===== config.mk =====
export PLATFORM = sky130hd
export DESIGN_NAME = bhpq_ctrl
export DESIGN_NICKNAME = d
export VERILOG_FILES = /design/src/design/bhpq_pkg.sv /design/src/design/bhpq_ctrl.sv
export SDC_FILE = /design/constraint.sdc
export NUM_CORES = 1
export LEC_CHECK = 0
export ABC_AREA = 1
export BUFFER_PORTS_ARGS = -buffer_cell sky130_fd_sc_hd__buf_4
export CAP_MARGIN = 10
export CORE_MARGIN = 4
export CORE_UTILIZATION = 35
export CTS_CLUSTER_SIZE = 14
export DETAILED_ROUTE_END_ITERATION = 12
export GPL_TIMING_DRIVEN = 0
export SLEW_MARGIN = 20
export SYNTH_ARGS = -nofsm -noshare
export SYNTH_HDL_FRONTEND = slang
export SYNTH_SLANG_ARGS = --single-unit

===== constraint.sdc =====
create_clock -name clock -period 2.5 [get_ports clock]
set_clock_uncertainty 0.2 [all_clocks]
set_input_delay 0.125 -clock clock [delete_from_list [all_inputs] [get_ports clock]]
set_output_delay 0.125 -clock clock [all_outputs]
set_load 0.005 [all_outputs]

===== src/design/bhpq_pkg.sv =====
// Shared package of the binary heap priority queue: default sizes, result status
// codes, the controller command code and the datapath status bundle.
// Depends on nothing; all design files but bhpq_ram refer to it by scoped names.
`timescale 1ns / 1ps
`default_nettype none

package bhpq_pkg;

   localparam int CAPACITY_DEFAULT = 256;
   localparam int KEY_BITS_DEFAULT = 32;
   localparam int TAG_BITS_DEFAULT = 16;

   localparam int STATUS_BITS = 2;

   localparam logic [STATUS_BITS-1:0] STATUS_OK    = 2'd0;
   localparam logic [STATUS_BITS-1:0] STATUS_FULL  = 2'd1;
   localparam logic [STATUS_BITS-1:0] STATUS_EMPTY = 2'd2;

   localparam logic ACTION_PUSH = 1'b0;
   localparam logic ACTION_POP  = 1'b1;

   // Command the controller issues to the datapath each cycle.
   typedef enum logic [3:0] {
      CMD_NONE         = 4'd0,
      CMD_PUSH_START   = 4'd1,
      CMD_POP_START    = 4'd2,
      CMD_REJECT_FULL  = 4'd3,
      CMD_REJECT_EMPTY = 4'd4,
      CMD_PUSH_CHECK   = 4'd5,
      CMD_PUSH_COMPARE = 4'd6,
      CMD_POP_LAST     = 4'd7,
      CMD_POP_CHECK    = 4'd8,
      CMD_POP_LEFT     = 4'd9,
      CMD_POP_DECIDE   = 4'd10,
      CMD_PUBLISH      = 4'd11
   } cmd_type;

   // Status the datapath reports back to the controller.
   typedef struct packed {
      logic full;      // store holds CAPACITY entries
      logic empty;     // store holds no entry
      logic pos_root;  // the hole sits at the root slot
      logic climb;     // moving entry is strictly better than the entry just read
      logic left_in;   // left child of the hole lies inside the heap
      logic settle;    // sift-down found no child that takes the hole
   } dp_status_type;

endpackage

`default_nettype wire


===== src/design/bhpq_ctrl.sv =====
// Controller of the heap: one-hot state machine that sequences push and pop sifts,
// drives the datapath command and owns the handshakes.
// Depends on bhpq_pkg.
`timescale 1ns / 1ps
`default_nettype none

module bhpq_ctrl (
   input  wire logic                    clock,
   input  wire logic                    reset,
   input  wire logic                    req_valid,
   input  wire logic                    req_action,
   output logic                         req_ready,
   output logic                         rsp_valid,
   input  wire logic                    rsp_ready,
   input  wire bhpq_pkg::dp_status_type status,
   output bhpq_pkg::cmd_type            cmd
);

   typedef enum logic [7:0] {
      S_IDLE         = 8'b0000_0001,
      S_PUSH_CHECK   = 8'b0000_0010,
      S_PUSH_COMPARE = 8'b0000_0100,
      S_POP_LAST     = 8'b0000_1000,
      S_POP_CHECK    = 8'b0001_0000,
      S_POP_LEFT     = 8'b0010_0000,
      S_POP_DECIDE   = 8'b0100_0000,
      S_DONE         = 8'b1000_0000
   } state_type;

   state_type state_ff, state_in;
   logic      rsp_valid_ff, rsp_valid_in;
   logic      out_free;

   assign out_free  = !rsp_valid_ff || rsp_ready;
   assign req_ready = (state_ff == S_IDLE);
   assign rsp_valid = rsp_valid_ff;

   always_comb begin
      state_in     = state_ff;
      cmd          = bhpq_pkg::CMD_NONE;
      rsp_valid_in = rsp_valid_ff && !rsp_ready;

      unique case (state_ff)
         S_IDLE: begin
            if (req_valid) begin
               if (req_action == bhpq_pkg::ACTION_PUSH) begin
                  cmd      = status.full ? bhpq_pkg::CMD_REJECT_FULL
                                         : bhpq_pkg::CMD_PUSH_START;
                  state_in = status.full ? S_DONE : S_PUSH_CHECK;
               end else begin
                  cmd      = status.empty ? bhpq_pkg::CMD_REJECT_EMPTY
                                          : bhpq_pkg::CMD_POP_START;
                  state_in = status.empty ? S_DONE : S_POP_LAST;
               end
            end
         end
         S_PUSH_CHECK: begin
            cmd      = bhpq_pkg::CMD_PUSH_CHECK;
            state_in = status.pos_root ? S_DONE : S_PUSH_COMPARE;
         end
         S_PUSH_COMPARE: begin
            cmd      = bhpq_pkg::CMD_PUSH_COMPARE;
            state_in = status.climb ? S_PUSH_CHECK : S_DONE;
         end
         S_POP_LAST: begin
            cmd      = bhpq_pkg::CMD_POP_LAST;
            state_in = status.empty ? S_DONE : S_POP_CHECK;
         end
         S_POP_CHECK: begin
            cmd      = bhpq_pkg::CMD_POP_CHECK;
            state_in = status.left_in ? S_POP_LEFT : S_DONE;
         end
         S_POP_LEFT: begin
            cmd      = bhpq_pkg::CMD_POP_LEFT;
            state_in = S_POP_DECIDE;
         end
         S_POP_DECIDE: begin
            cmd      = bhpq_pkg::CMD_POP_DECIDE;
            state_in = status.settle ? S_DONE : S_POP_CHECK;
         end
         S_DONE: begin
            if (out_free) begin
               cmd          = bhpq_pkg::CMD_PUBLISH;
               rsp_valid_in = 1'b1;
               state_in     = S_IDLE;
            end
         end
         default: begin
            state_in = S_IDLE;
         end
      endcase
   end

   always_ff @(posedge clock) begin
      if (reset) begin
         state_ff     <= S_IDLE;
         rsp_valid_ff <= 1'b0;
      end else begin
         state_ff     <= state_in;
         rsp_valid_ff <= rsp_valid_in;
      end
   end

endmodule

`default_nettype wire


# Word level (Yosys, flattened, before mapping)

Cells that the tools add are included.
W data, S select, Z words.

Input port bits: 11
Bits in registers: 9
Output and inout bits: 6

Reductions and logical operators: 5
Equality and inequality tests: 10
Muxes and demuxes: 19

Operators by type and width:

| kind                 | number |
|---|---|
| $mux W8              | 10 |
| $pmux W8 S8          | 1 |
| $pmux W4 S8          | 1 |
| $mux W3              | 3 |
| $eq A8 B1 Y1 const B | 1 |
| $eq A8 B2 Y1 const B | 1 |
| $eq A8 B3 Y1 const B | 1 |
| $eq A8 B4 Y1 const B | 1 |
| $eq A8 B5 Y1 const B | 1 |
| $eq A8 B6 Y1 const B | 1 |
| $eq A8 B7 Y1 const B | 1 |
| $eq A8 B8 Y1 const B | 1 |
| $mux W4              | 1 |
| $ne A2 B2 Y1 const B | 2 |
| $logic_not A1 Y1     | 2 |
| $mux W1              | 2 |
| $mux W2              | 1 |
| $reduce_and A2 Y1    | 1 |
| $logic_and A1 B1 Y1  | 1 |
| $logic_or A1 B1 Y1   | 1 |

# Longest topological paths before layout

Gate-level depths: netlist of the first run.

Word-level depth: 4
Gate-level depth with buffers: 9

# Worst setup path before layout of the first run

Ideal clock, no wire load.

Path kind: flip-flop to flip-flop
Start: register state_ff[6]
End: register state_ff[7]
Period minus slack after synthesis: 1.406 ns
Cell stages (with the launch flop): 10
Path slack: 1.094 ns
Library setup time: 0.130 ns
Data arrival time: 1.076 ns
Required time: 2.170 ns
Cell sequence: dfxtp_1 -> inv_2 -> nand2_4 -> nor2_8 -> nand2_4 -> or2_1 -> nand2_1 -> inv_2 -> nand2_1 -> a21oi_1

Cells in the longest elaborated chain, start to end: 3
Elaborated cells between the ends (all ways): 12

RTL lines:

| element                                             | line            | RTL |
|---|---|---|
| from (decl)                                         | bhpq_ctrl.sv:30 | `state_type state_ff, state_in;` |
| from (signal assigned)                              | bhpq_ctrl.sv:99 | `state_ff <= state_in;` |
| $eq A8 B8 Y1 / $eq A8 B1 Y1 (equally long branches) | bhpq_ctrl.sv:43 | `unique case (state_ff)` |
| $ne A2 B2 Y1 (no line)                              | -               |  |
| $reduce_and A2 Y1 (no line)                         | -               |  |

Parallel ways exist; a longest one is shown, timed or not.
A chain may end at the register's enable or synchronous reset.

# Final worst setup path of the first run

Start: register state_ff[2]
End: output cmd[0]

Cells in the longest elaborated chain, start to end: 2
Elaborated cells between the ends (all ways): 9

RTL lines:

| element                              | line            | RTL |
|---|---|---|
| $eq A8 B8 Y1 (tied with other cells) | bhpq_ctrl.sv:43 |  |
| $pmux W4 S8 (*)                      | bhpq_ctrl.sv:43 |  |
| to (decl)                            | bhpq_ctrl.sv:16 | `output bhpq_pkg::cmd_type cmd` |

Every way passes the cells marked *; elsewhere a longest branch is shown, timed or not.

==> results of run 1 <==
==> worst max-delay path by stage <==
stage                                        start  cells past startpoint                        to  slack [ns]
after floorplan           state_ff[6]$_SDFFE_PP0P_                      9  state_ff[7]$_SDFFE_PP0P_        1.09
after global placement    state_ff[2]$_SDFFE_PP0P_                      6                    cmd[0]        0.77
after detailed placement  state_ff[2]$_SDFFE_PP0P_                      6                    cmd[0]        0.77
after CTS                 state_ff[2]$_SDFFE_PP0P_                      6                    cmd[0]        0.48
after global routing      state_ff[2]$_SDFFE_PP0P_                      6                    cmd[0]        0.38
final                     state_ff[2]$_SDFFE_PP0P_                      6                    cmd[0]        0.49
==> cells in the final DEF (no fill, tap or decap), types with 4 or more instances in the layout <==
master / count
buf_4: 15
dfxtp_1: 9
dlygate4sd3_1: 6
inv_1: 13
inv_2: 6
nand2_1: 29
nand3_1: 4
nor2_1: 16
==> sequential cells by signal (all words and copies together) (netlist names) <==
signal,cells
rsp_valid,1
state_ff,8
==> layer usage <==
metal  track usage, %  part of all wire, %  up-vias
met2             22.6                   44       18
met5                0                    0        -
met3             2.37                  3.6        6
li1                 -                    -      376
met1             16.4                   49      291
met4             7.62                  3.3        0
==> cells by family after synthesis <==
| group | after synthesis | share of synthesized area (%) |
|---|---|---|
| flops | 9 | 28.2 |
| simple gates | 65 | 50.0 |
| compound gates | 9 | 9.02 |
| buf+inv | 21 | 12.7 |
==> metrics by stage <==
step,setup WS (ns),power (mW)
5_1_grt,0.379,0.447
3_3_place_gp,0.770,0.300
2_1_floorplan,1.09,0.252
4_1_cts,0.485,0.424
6_report,0.488,0.418
3_5_place_dp,0.772,0.302
==> worst max-delay path: cells and delay by family, from the launching register on <==
kind                   cells  cell delay (ns)
AOI/OAI and AO/OA          1             0.12
and+or+nand+nor            4             0.81
DFF                        1             0.33
buffers and inverters      1             0.16
==> area by class of cell <==
type	count	area (um2)	share of cell area, %
buffer	1	3.75	0.432
sequential	9	180	20.7
tap	25	31.3	3.60
inverter	20	77.6	8.93
multi-input combinational	74	377	43.4
timing repair buffer	21	173	19.9
clock buffer	4	26.3	3.03
==> what timing repair did <==
| item | in CTS | in global routing |
|---|---|---|
| hold buffers | 6 | 0 |
| endpoints found under the hold margin | 5 | 0 |
| resized for setup | 0 | 0 |
==> where the power goes <==
| part | total, mW | internal (mW) | switching (mW) |
|---|---|---|---|
| combinational | 0.148 | 0.0692 | 0.0786 |
| sequential | 0.156 | 0.151 | 0.00556 |
| clock | 0.114 | 0.0616 | 0.0525 |
==> summary.md, run 1 <==
| Metric | Value |
|---|---|
| Max-Cap Viols | `0` |
| Status | `finished, violations left` |
| Num rows | `15` |
| Post-synth EDFFs | `0` |
| Starting Density | `37.0%` |
| Io pins | `17` |
| Detailed Route Iter0 Violations | `3` |
| Arr. time, crit path | `1.69 ns` |
| Via count of the first global-routing pass | `673` |
| Max Freq | `497 MHz` |
| Most frequent cell after synthesis | `nand2_1` |
| Antenna violations before repair | `0` |
| Max-slew violations | `0` |
| Core Area | `1730 um2` |
| ANT nets after route | `0` |
| Synth area leader | `dfxtp_1` |
| CP dominant cell by count | `nor2_1` |
| Vias per cell | `4.49` |
| Final core utilization | `50.3%` |
| Post-DP HPWL | `1.23 mm` |
| Fin area | `868 um2` |
| Final net count | `141` |
| H-tree level count | `1` |
| Die area | `2570 um2` |
| Root Driver | `clkbuf_4` |
| Hold_sp | `req_valid` |
| Failing checks | `hold timing` |
| Largest net degree at the start of global routing | `10` |
| Port Buf Inserts | `15` |
| WL final | `1.49 mm` |
| Remaining DRCs | `0` |
| CP Cell Sequence | `nor2_1 -> nand2_1 -> nor4_1 -> nor2_1 -> o2111ai_1 -> buf_4` |
| Top_reg_cell synth | `dfxtp_1` |
| Crit Path Category | `flop to primary output` |
| Fraction of layout cells with a size suffix above 1 | `25.6%` |
| Die height | `50.7 um` |
| Setup Viol. Count Final | `0` |
| Post-Syn Area | `638 um2` |
| Hold Path Class | `input port to flop` |
| Post-synthesis area per instance | `6.14 um2` |
| Sink Count | `9` |
| Period utilization | `80.5%` |
| Pre-Repair DR Iteration Count | `4` |
| Vias post-DR | `691` |
| R2r setup slk | `0.66 ns` |
| Syn Inst Count | `104` |
| Yosys reg bits | `9` |
| CTS tree | `yes` |
| Reg2Reg Depth | `8` |
| Overall Global Routing Usage | `13.6%` |
| Pleak | `0.430 nW` |
| Hold Crit Depth | `3` |
| VDD IR-drop max | `0.233 mV` |
| Power Dens Cells | `482 nW/um2` |
| Most common library cells after synthesis | `nand2_1 (29), nor2_1 (16), inv_1 (13), dfxtp_1 (9), inv_2 (6)` |
| Largest cells by area after synthesis | `dfxtp_1 (28%), nand2_1 (17%), nor2_1 (9.4%), inv_1 (7.6%), nand2_4 (5.3%)` |
| Clock Tree Buf Depth | `2` |
| Clock latency on the worst-skew pair | `0.26 ns` |
| Cts bufs inserted | `3` |
| Critical-path maximum fanout | `3` |
| Total grt overflow | `0` |
| Hold Vio Cnt, Final | `1` |
| Antenna cell count | `0` |
| Hold Slack | `-0.000121 ns` |
| Die width | `50.7 um` |
| CP Launch Type | `flop` |
| Hold EP | `state_ff[0]$_SDFFE_PP1P_` |
| Slowest CP cell | `nor4_1` |
| Worst-Margin Slew | `0.639 ns` |
| Clock-pin slew on the worst setup and hold paths | `0.06 ns` |
| Yosys cell types | `23` |
| Gpl congestion | `0.771` |
| TNS Setup | `0 ns` |
| Fin cells | `154` |
| RSZ-0062 raised after global routing | `no` |
| Slew margin rel. | `57.0%` |
| Layout fillers | `182` |
| Synth top area share | `28.2%` |
| First-pass GRT wire length | `2.67 mm` |
| R2r endpoint | `state_ff[3]$_SDFFE_PP0P_` |
| CP endpoint kind | `primary output` |
| Setup bufs post-CTS | `0` |
| P&R area growth vs syn | `36.1%` |
| Cells after DPL | `144` |
| Final Critical Period | `2.01 ns` |
| Crit Reg-Reg Startpoint | `state_ff[6]$_SDFFE_PP0P_` |
| Fraction of registers with async set/reset | `0%` |
| Worst path required time | `2.17 ns` |
| YS warnings | `0` |
| Slowest Stage Delay on Critical Path | `0.50 ns` |
| Placed Area | `782 um2` |
| Sequential element share of the synthesized area | `28.2%` |
| Per-cell routed wire length | `9.66 um` |
| Synthesized Nets | `115` |
Note: power is estimated with default switching activity, not from simulation.
==> run 2: changes to the inputs <==
==> constraint.sdc (replaced) <==
create_clock -name clock -period 1.85 [get_ports clock]
set_clock_uncertainty 0.2 [all_clocks]
set_input_delay 0.0925 -clock clock [delete_from_list [all_inputs] [get_ports clock]]
set_output_delay 0.0925 -clock clock [all_outputs]
set_load 0.005 [all_outputs]
==> summary.md, run 2 (synthesis results as in run 1) <==
| Metric | Value |
|---|---|
| Final core utilization | `54.3% (+4.0 points)` |
| Most frequent cells in the layout | `nand2_1 (27), buf_4 (17), nor2_1 (16), inv_1 (12)` |
| Biggest register | `state_ff` |
| Hold Vio Cnt, Final | `0 (-1)` |
| Hold_sp | `status[5]` |
| Antenna violations before repair | `0 (unchanged)` |
| Worst path required time | `1.56 ns (-0.61 ns)` |
| Commonest non-fill, non-tap cell in the layout | `nand2_1` |
| Port Buf Inserts | `15 (unchanged)` |
| Period utilization | `96.6%` |
| Power Dens Cells | `633 nW/um2 (+31%)` |
| Fraction of layout cells with a size suffix above 1 | `33.1% (+7.5 points)` |
| Max reg flops | `8 (unchanged)` |
| Cts bufs inserted | `3 (unchanged)` |
| Layout fillers | `173 (-4.9%)` |
| H-tree level count | `1 (unchanged)` |
| CP startpoint | `state_ff[2]$_SDFFE_PP0P_` |
| Core Area | `1730 um2 (unchanged)` |
| Antenna cell count | `0 (unchanged)` |
| RSZ-0062 raised after global routing | `yes` |
| Post-DP HPWL | `1.23 mm (unchanged)` |
| Hold Path Class | `input port to flop` |
| CP Launch Type | `flop` |
| Setup Viol. Count Final | `0 (unchanged)` |
| Slew margin rel. | `71.7% (+15 points)` |
| Remaining DRCs | `0 (unchanged)` |
| Max-Cap Viols | `0 (unchanged)` |
| Fin cells | `158 (+2.6%)` |
| Per-cell routed wire length | `10.0 um (+3.8%)` |
| Starting Density | `37.0% (unchanged)` |
| Io pins | `17 (unchanged)` |
| R2r setup slk | `0.31 ns (-0.35 ns)` |
| Die width | `50.7 um (unchanged)` |
| Total grt overflow | `0 (unchanged)` |
| Detailed Route Iter0 Violations | `16 (+13)` |
| Vias post-DR | `705 (+2.0%)` |
| Die area | `2570 um2 (unchanged)` |
| Final net count | `145 (+2.8%)` |
| Status | `finished clean` |
| Cells after DPL | `144 (unchanged)` |
| Clock-pin slew on the worst setup and hold paths | `0.06 ns (about the same)` |
| Reg2Reg Depth | `9 (+1)` |
| Placed Area | `782 um2 (unchanged)` |
| Sink Count | `9 (unchanged)` |
| Pleak | `0.453 nW (+5.3%)` |
| VDD IR-drop max | `0.328 mV (+41%)` |
| Gpl congestion | `0.771 (unchanged)` |
| TNS Setup | `0 ns (unchanged)` |
| Final Critical Period | `1.79 ns` |
| Via count of the first global-routing pass | `676 (+0.45%)` |
| Largest net degree at the start of global routing | `10 (unchanged)` |
| CP endpoint kind | `primary output` |
| ANT nets after route | `0 (unchanged)` |
| WL final | `1.59 mm (+6.5%)` |
| R2r endpoint | `state_ff[0]$_SDFFE_PP1P_` |
| Critical-path maximum fanout | `3 (unchanged)` |
| CP endpoint | `cmd[0]` |
| Overall Global Routing Usage | `13.8% (+0.19 points)` |
| Hold Slack | `0.00596 ns (+0.00608 ns)` |
| P&R area growth vs syn | `46.9%` |
| Crit Path Category | `flop to primary output` |
| Arr. time, crit path | `1.50 ns (-0.19 ns)` |
| Clock Tree Buf Depth | `2 (unchanged)` |
| CTS tree | `yes` |
| Pre-Repair DR Iteration Count | `4 (unchanged)` |
| Max Freq | `559 MHz` |
| Root Driver | `clkbuf_4` |
| Crit Reg-Reg Startpoint | `state_ff[4]$_SDFFE_PP0P_` |
| Die height | `50.7 um (unchanged)` |
| First-pass GRT wire length | `2.70 mm (+1.0%)` |
| Vias per cell | `4.46 (-0.56%)` |
| Worst-Margin Slew | `0.424 ns (-0.215 ns)` |
| Fin area | `937 um2 (+7.9%)` |
| Num rows | `15 (unchanged)` |
| Clock latency on the worst-skew pair | `0.27 ns (about the same)` |
| Max-slew violations | `0 (unchanged)` |
## run 2: cell type report
type	count	area, um2	share of cell area (%)
Buffer	1	3.75	0.401
Clock buffer	4	26.3	2.80
Inverter	20	77.6	8.28
Multi-Input combinational cell	74	409	43.7
Sequential cell	9	181	19.4
Tap cell	25	31.3	3.34
Timing Repair Buffer	25	208	22.2
## run 2: report_power, final
| part | internal (mW) | switching, mW |
|---|---|---|
| Sequential | 0.204 | 0.00764 |
| Combinational | 0.107 | 0.118 |
| Clock | 0.0834 | 0.0738 |
## run 2: layer usage
layer / global-route usage [%] / wire length (um) / share of wire, % / vias to the layer above
li1: - / - / - / 382
met1: 16.2 / 763 / 48 / 299
met2: 23.3 / 719 / 45 / 21
met3: 2.67 / 77 / 4.9 / 3
met4: 7.62 / 24 / 1.5 / 0
met5: 0 / 0 / 0 / -
## run 2: worst min path at each step
stage | end | slack, ns | depth (start not counted)
floorplan | state_ff[3]$_SDFFE_PP0P_ | -0.03 | 1
global placement | state_ff[2]$_SDFFE_PP0P_ | 0.07 | 2
detailed placement | state_ff[2]$_SDFFE_PP0P_ | 0.07 | 2
CTS | state_ff[1]$_SDFFE_PP0P_ | 0.003 | 5
global route | state_ff[1]$_SDFFE_PP0P_ | 0.05 | 5
finish | state_ff[1]$_SDFFE_PP0P_ | 0.006 | 5
## run 2: worst max-delay path, stage by stage, from the launching register on
cell	delay [ns]
dfxtp_1	0.33
nor2_1	0.11
nand2_1	0.11
nor4_2	0.32
nor2_1	0.13
o2111ai_2	0.09
buf_4	0.14
## run 2: metrics by stage
stage               total power, mW  worst slack [ns]
finish                        0.593            0.0620
global route                  0.630           -0.0511
CTS                           0.581            0.0206
detailed placement            0.408             0.154
global placement              0.406             0.153
floorplan                     0.341             0.444
## run 2: timing repair
item | 4_1_cts | 5_1_grt
setup endpoints to repair | 3 | 4
buffers inserted | 0 | 2
gates resized for setup | 3 | 6
pin swaps | 0 | 2
hold endpoints to repair | 8 | 0
hold buffers | 8 | 0
==> run 3: changes to the inputs <==
==> constraint.sdc (replaced) <==
create_clock -name clock -period 1.85 [get_ports clock]
set_clock_uncertainty 0.2 [all_clocks]
set_input_delay 0.185 -clock clock [delete_from_list [all_inputs] [get_ports clock]]
set_output_delay 0.185 -clock clock [all_outputs]
set_load 0.005 [all_outputs]
==> summary.md, run 3 (synthesis results as in run 1) <==
| Metric | Value |
|---|---|
| Status | `finished clean` |
| Reg power frac | `33.3% (-2.4 points)` |
| Port Buf Inserts | `15 (unchanged)` |
| Cts bufs inserted | `3 (unchanged)` |
| Pleak | `0.480 nW (+6.1%)` |
| Crit Reg-Reg Startpoint | `state_ff[3]$_SDFFE_PP0P_` |
| Arr. time, crit path | `1.46 ns (-0.04 ns)` |
| Pre-Repair DR Iteration Count | `4 (unchanged)` |
| Biggest register | `state_ff` |
| Io pins | `17 (unchanged)` |
| Final net count | `147 (+1.4%)` |
| Die height | `50.7 um (unchanged)` |
| Period utilization | `99.5% (+2.9 points)` |
| Slowest Stage Delay on Critical Path | `0.33 ns (about the same)` |
| Per-cell routed wire length | `11.0 um (+9.3%)` |
| Hold Vio Cnt, Final | `0 (unchanged)` |
| First-pass GRT wire length | `2.82 mm (+4.6%)` |
| Total grt overflow | `0 (unchanged)` |
| Commonest non-fill, non-tap cell in the layout | `nand2_1` |
| Hold Slack | `0.0141 ns (+0.00816 ns)` |
| Area occupied by multi-input gates | `455 um2 (+11%)` |
| Final Power | `637 uW (+7.5%)` |
| Hold EP | `rsp_valid$_SDFF_PP0_` |
| Gpl congestion | `0.771 (unchanged)` |
| Final Critical Period | `1.84 ns (+0.0535 ns)` |
| Most frequent cells in the layout | `nand2_1 (23), buf_4 (20), nor2_1 (13), inv_1 (11), inv_2 (6)` |
| CP Launch Type | `flop` |
| Slowest CP cell | `dfxtp_1` |
| Crit Path Category | `flop to primary output` |
| Clk pwr share | `24.3% (-2.2 points)` |
| Sw power | `220 uW (+10%)` |
| CP Cell Sequence | `inv_1 -> nand2_1 -> nor2_2 -> nand2_4 -> inv_4 -> nand2_4 -> o211ai_1 -> buf_4` |
| Int Power | `418 uW (+6.0%)` |
| Sequential cell area | `190 um2 (+4.8%)` |
| Worst-Margin Slew | `0.408 ns (-0.0164 ns)` |
| R2r setup slk | `0.28 ns (-0.03 ns)` |
| Post-DP HPWL | `1.23 mm (unchanged)` |
| Max Freq | `543 MHz (-2.9%)` |
| Overall Global Routing Usage | `14.2% (+0.43 points)` |
| Vias per cell | `4.63 (+3.7%)` |
| CP endpoint kind | `primary output` |
| CTS tree | `yes` |
| Core Area | `1730 um2 (unchanged)` |
| R2r endpoint | `state_ff[7]$_SDFFE_PP0P_` |
| Slew margin rel. | `72.8% (+1.1 points)` |
| Worst path bufs/invs | `3 (+2)` |
| Largest net degree at the start of global routing | `10 (unchanged)` |
| ANT nets after route | `0 (unchanged)` |
| Remaining DRCs | `0 (unchanged)` |
| RSZ-0062 raised after global routing | `yes` |
| Comb pwr share | `42.5% (+4.7 points)` |
| Hold Crit Depth | `4 (-1)` |
| Starting Density | `37.0% (unchanged)` |
| Detailed Route Iter0 Violations | `7 (-9)` |
| Antenna violations before repair | `0 (unchanged)` |
| H-tree level count | `1 (unchanged)` |
| Antenna cell count | `0 (unchanged)` |
| Via count of the first global-routing pass | `709 (+4.9%)` |
| Max-slew violations | `0 (unchanged)` |
| Critical-path maximum fanout | `4 (+1)` |
| P&R area growth vs syn | `58.6%` |
| Num rows | `15 (unchanged)` |
| Worst path required time | `1.46 ns (-0.10 ns)` |
| Layout fillers | `166 (-4.0%)` |
| Die width | `50.7 um (unchanged)` |
| Vias post-DR | `740 (+5.0%)` |
| Max-Cap Viols | `0 (unchanged)` |
| WL final | `1.75 mm (+11%)` |
| Die area | `2570 um2 (unchanged)` |
| Setup Viol. Count Final | `0 (unchanged)` |
| Sink Count | `9 (unchanged)` |
| Final core utilization | `58.6% (+4.3 points)` |
| Root Driver | `clkbuf_4` |
| Switching share of power | `34.5% (+0.94 points)` |
| VDD IR-drop max | `0.316 mV (-3.7%)` |
| Max reg flops | `8 (unchanged)` |
| Worst path top cell family by delay | `simple AND/OR/NAND/NOR gates` |
| Clock-pin slew on the worst setup and hold paths | `0.06 ns (about the same)` |
| Power Dens Cells | `630 nW/um2 (-0.49%)` |
| Fraction of layout cells with a size suffix above 1 | `45.9% (+13 points)` |
| Clock latency on the worst-skew pair | `0.26 ns (about the same)` |
| Reg2Reg Depth | `9 (unchanged)` |
| Clock Tree Buf Depth | `2 (unchanged)` |
| Hold Path Class | `input port to flop` |
| CP dominant cell by count | `nand2_4` |
| Hold_sp | `rsp_ready` |
run 3: changes by cell type in the layout (fill, tap and decap cells not counted), moves of 3 or more:
cell / previous run / this run
buf_4: 17 / 20
dfxtp_1: 8 / 3
dfxtp_2: 1 / 5
dlygate4sd3_1: 8 / 5
nand2_1: 27 / 23
nand2_2: 2 / 5
nor2_1: 16 / 13
nor2_2: 2 / 5
run 3: stage by stage:
step | TNS (ns) | setup WS [ns] | cell area (um2) | instances
global route | -0.166 | -0.0765 | 1010 | 160
CTS | -0.0152 | -0.0108 | 912 | 155
detailed placement | 0 | 0.0616 | 782 | 144
floorplan | 0 | 0.432 | 638 | 104
finish | 0 | 0.00847 | 1010 | 160
global placement | 0 | 0.0601 | 782 | 144
run 3: how the worst max path moves through the flow:
stage / end / slack (ns) / cells past startpoint / startpoint
floorplan: cmd[0] / 0.43 / 5 / state_ff[6]$_SDFFE_PP0P_
global placement: cmd[0] / 0.06 / 6 / state_ff[2]$_SDFFE_PP0P_
detailed placement: cmd[0] / 0.06 / 6 / state_ff[2]$_SDFFE_PP0P_
CTS: cmd[3] / -0.01 / 8 / state_ff[2]$_SDFFE_PP0P_
global route: cmd[2] / -0.08 / 8 / state_ff[1]$_SDFFE_PP0P_
finish: cmd[2] / 0.008 / 8 / state_ff[3]$_SDFFE_PP0P_
run 3: final cells by class:
cell class,instances,area share (%)
clock buffers,4,2.60
multi-input cells,74,45.0
well taps,25,3.09
plain buffers,1,0.371
flip-flops and latches,9,18.8
repair buffers,27,22.0
inverters,20,8.16
run 3: per-layer routing:
metal	wire length (um)	vias up	global-route usage, %
met1	785	327	16.4
li1	-	390	-
met5	0	-	0
met2	885	21	25.2
met4	19	0	6.73
met3	64	2	2.37
run 3: power groups by stage:
| stage | logic, mW | registers [mW] | clock network (mW) |
|---|---|---|---|
| 2_1_floorplan | 0.126 | 0.215 | 0 |
| 3_3_place_gp | 0.190 | 0.216 | 0 |
| 3_5_place_dp | 0.192 | 0.216 | 0 |
| 4_1_cts | 0.218 | 0.212 | 0.159 |
| 5_1_grt | 0.299 | 0.214 | 0.165 |
| 6_report | 0.271 | 0.212 | 0.155 |
run 3: repair_timing:
action,in CTS,in global routing
pin swaps,2,7
buffers inserted,2,5
hold buffers,5,0
setup endpoints to repair,3,4
gates resized for setup,11,20
hold endpoints to repair,4,0
run 3: tightest hold or removal path: cells and delay by family:
| kind | cells | cell delay, ns |
|---|---|---|
| and+or+nand+nor | 1 | 0.06 |
| buffers and inverters | 2 | 0.13 |
| AOI/OAI and AO/OA | 1 | 0.05 |
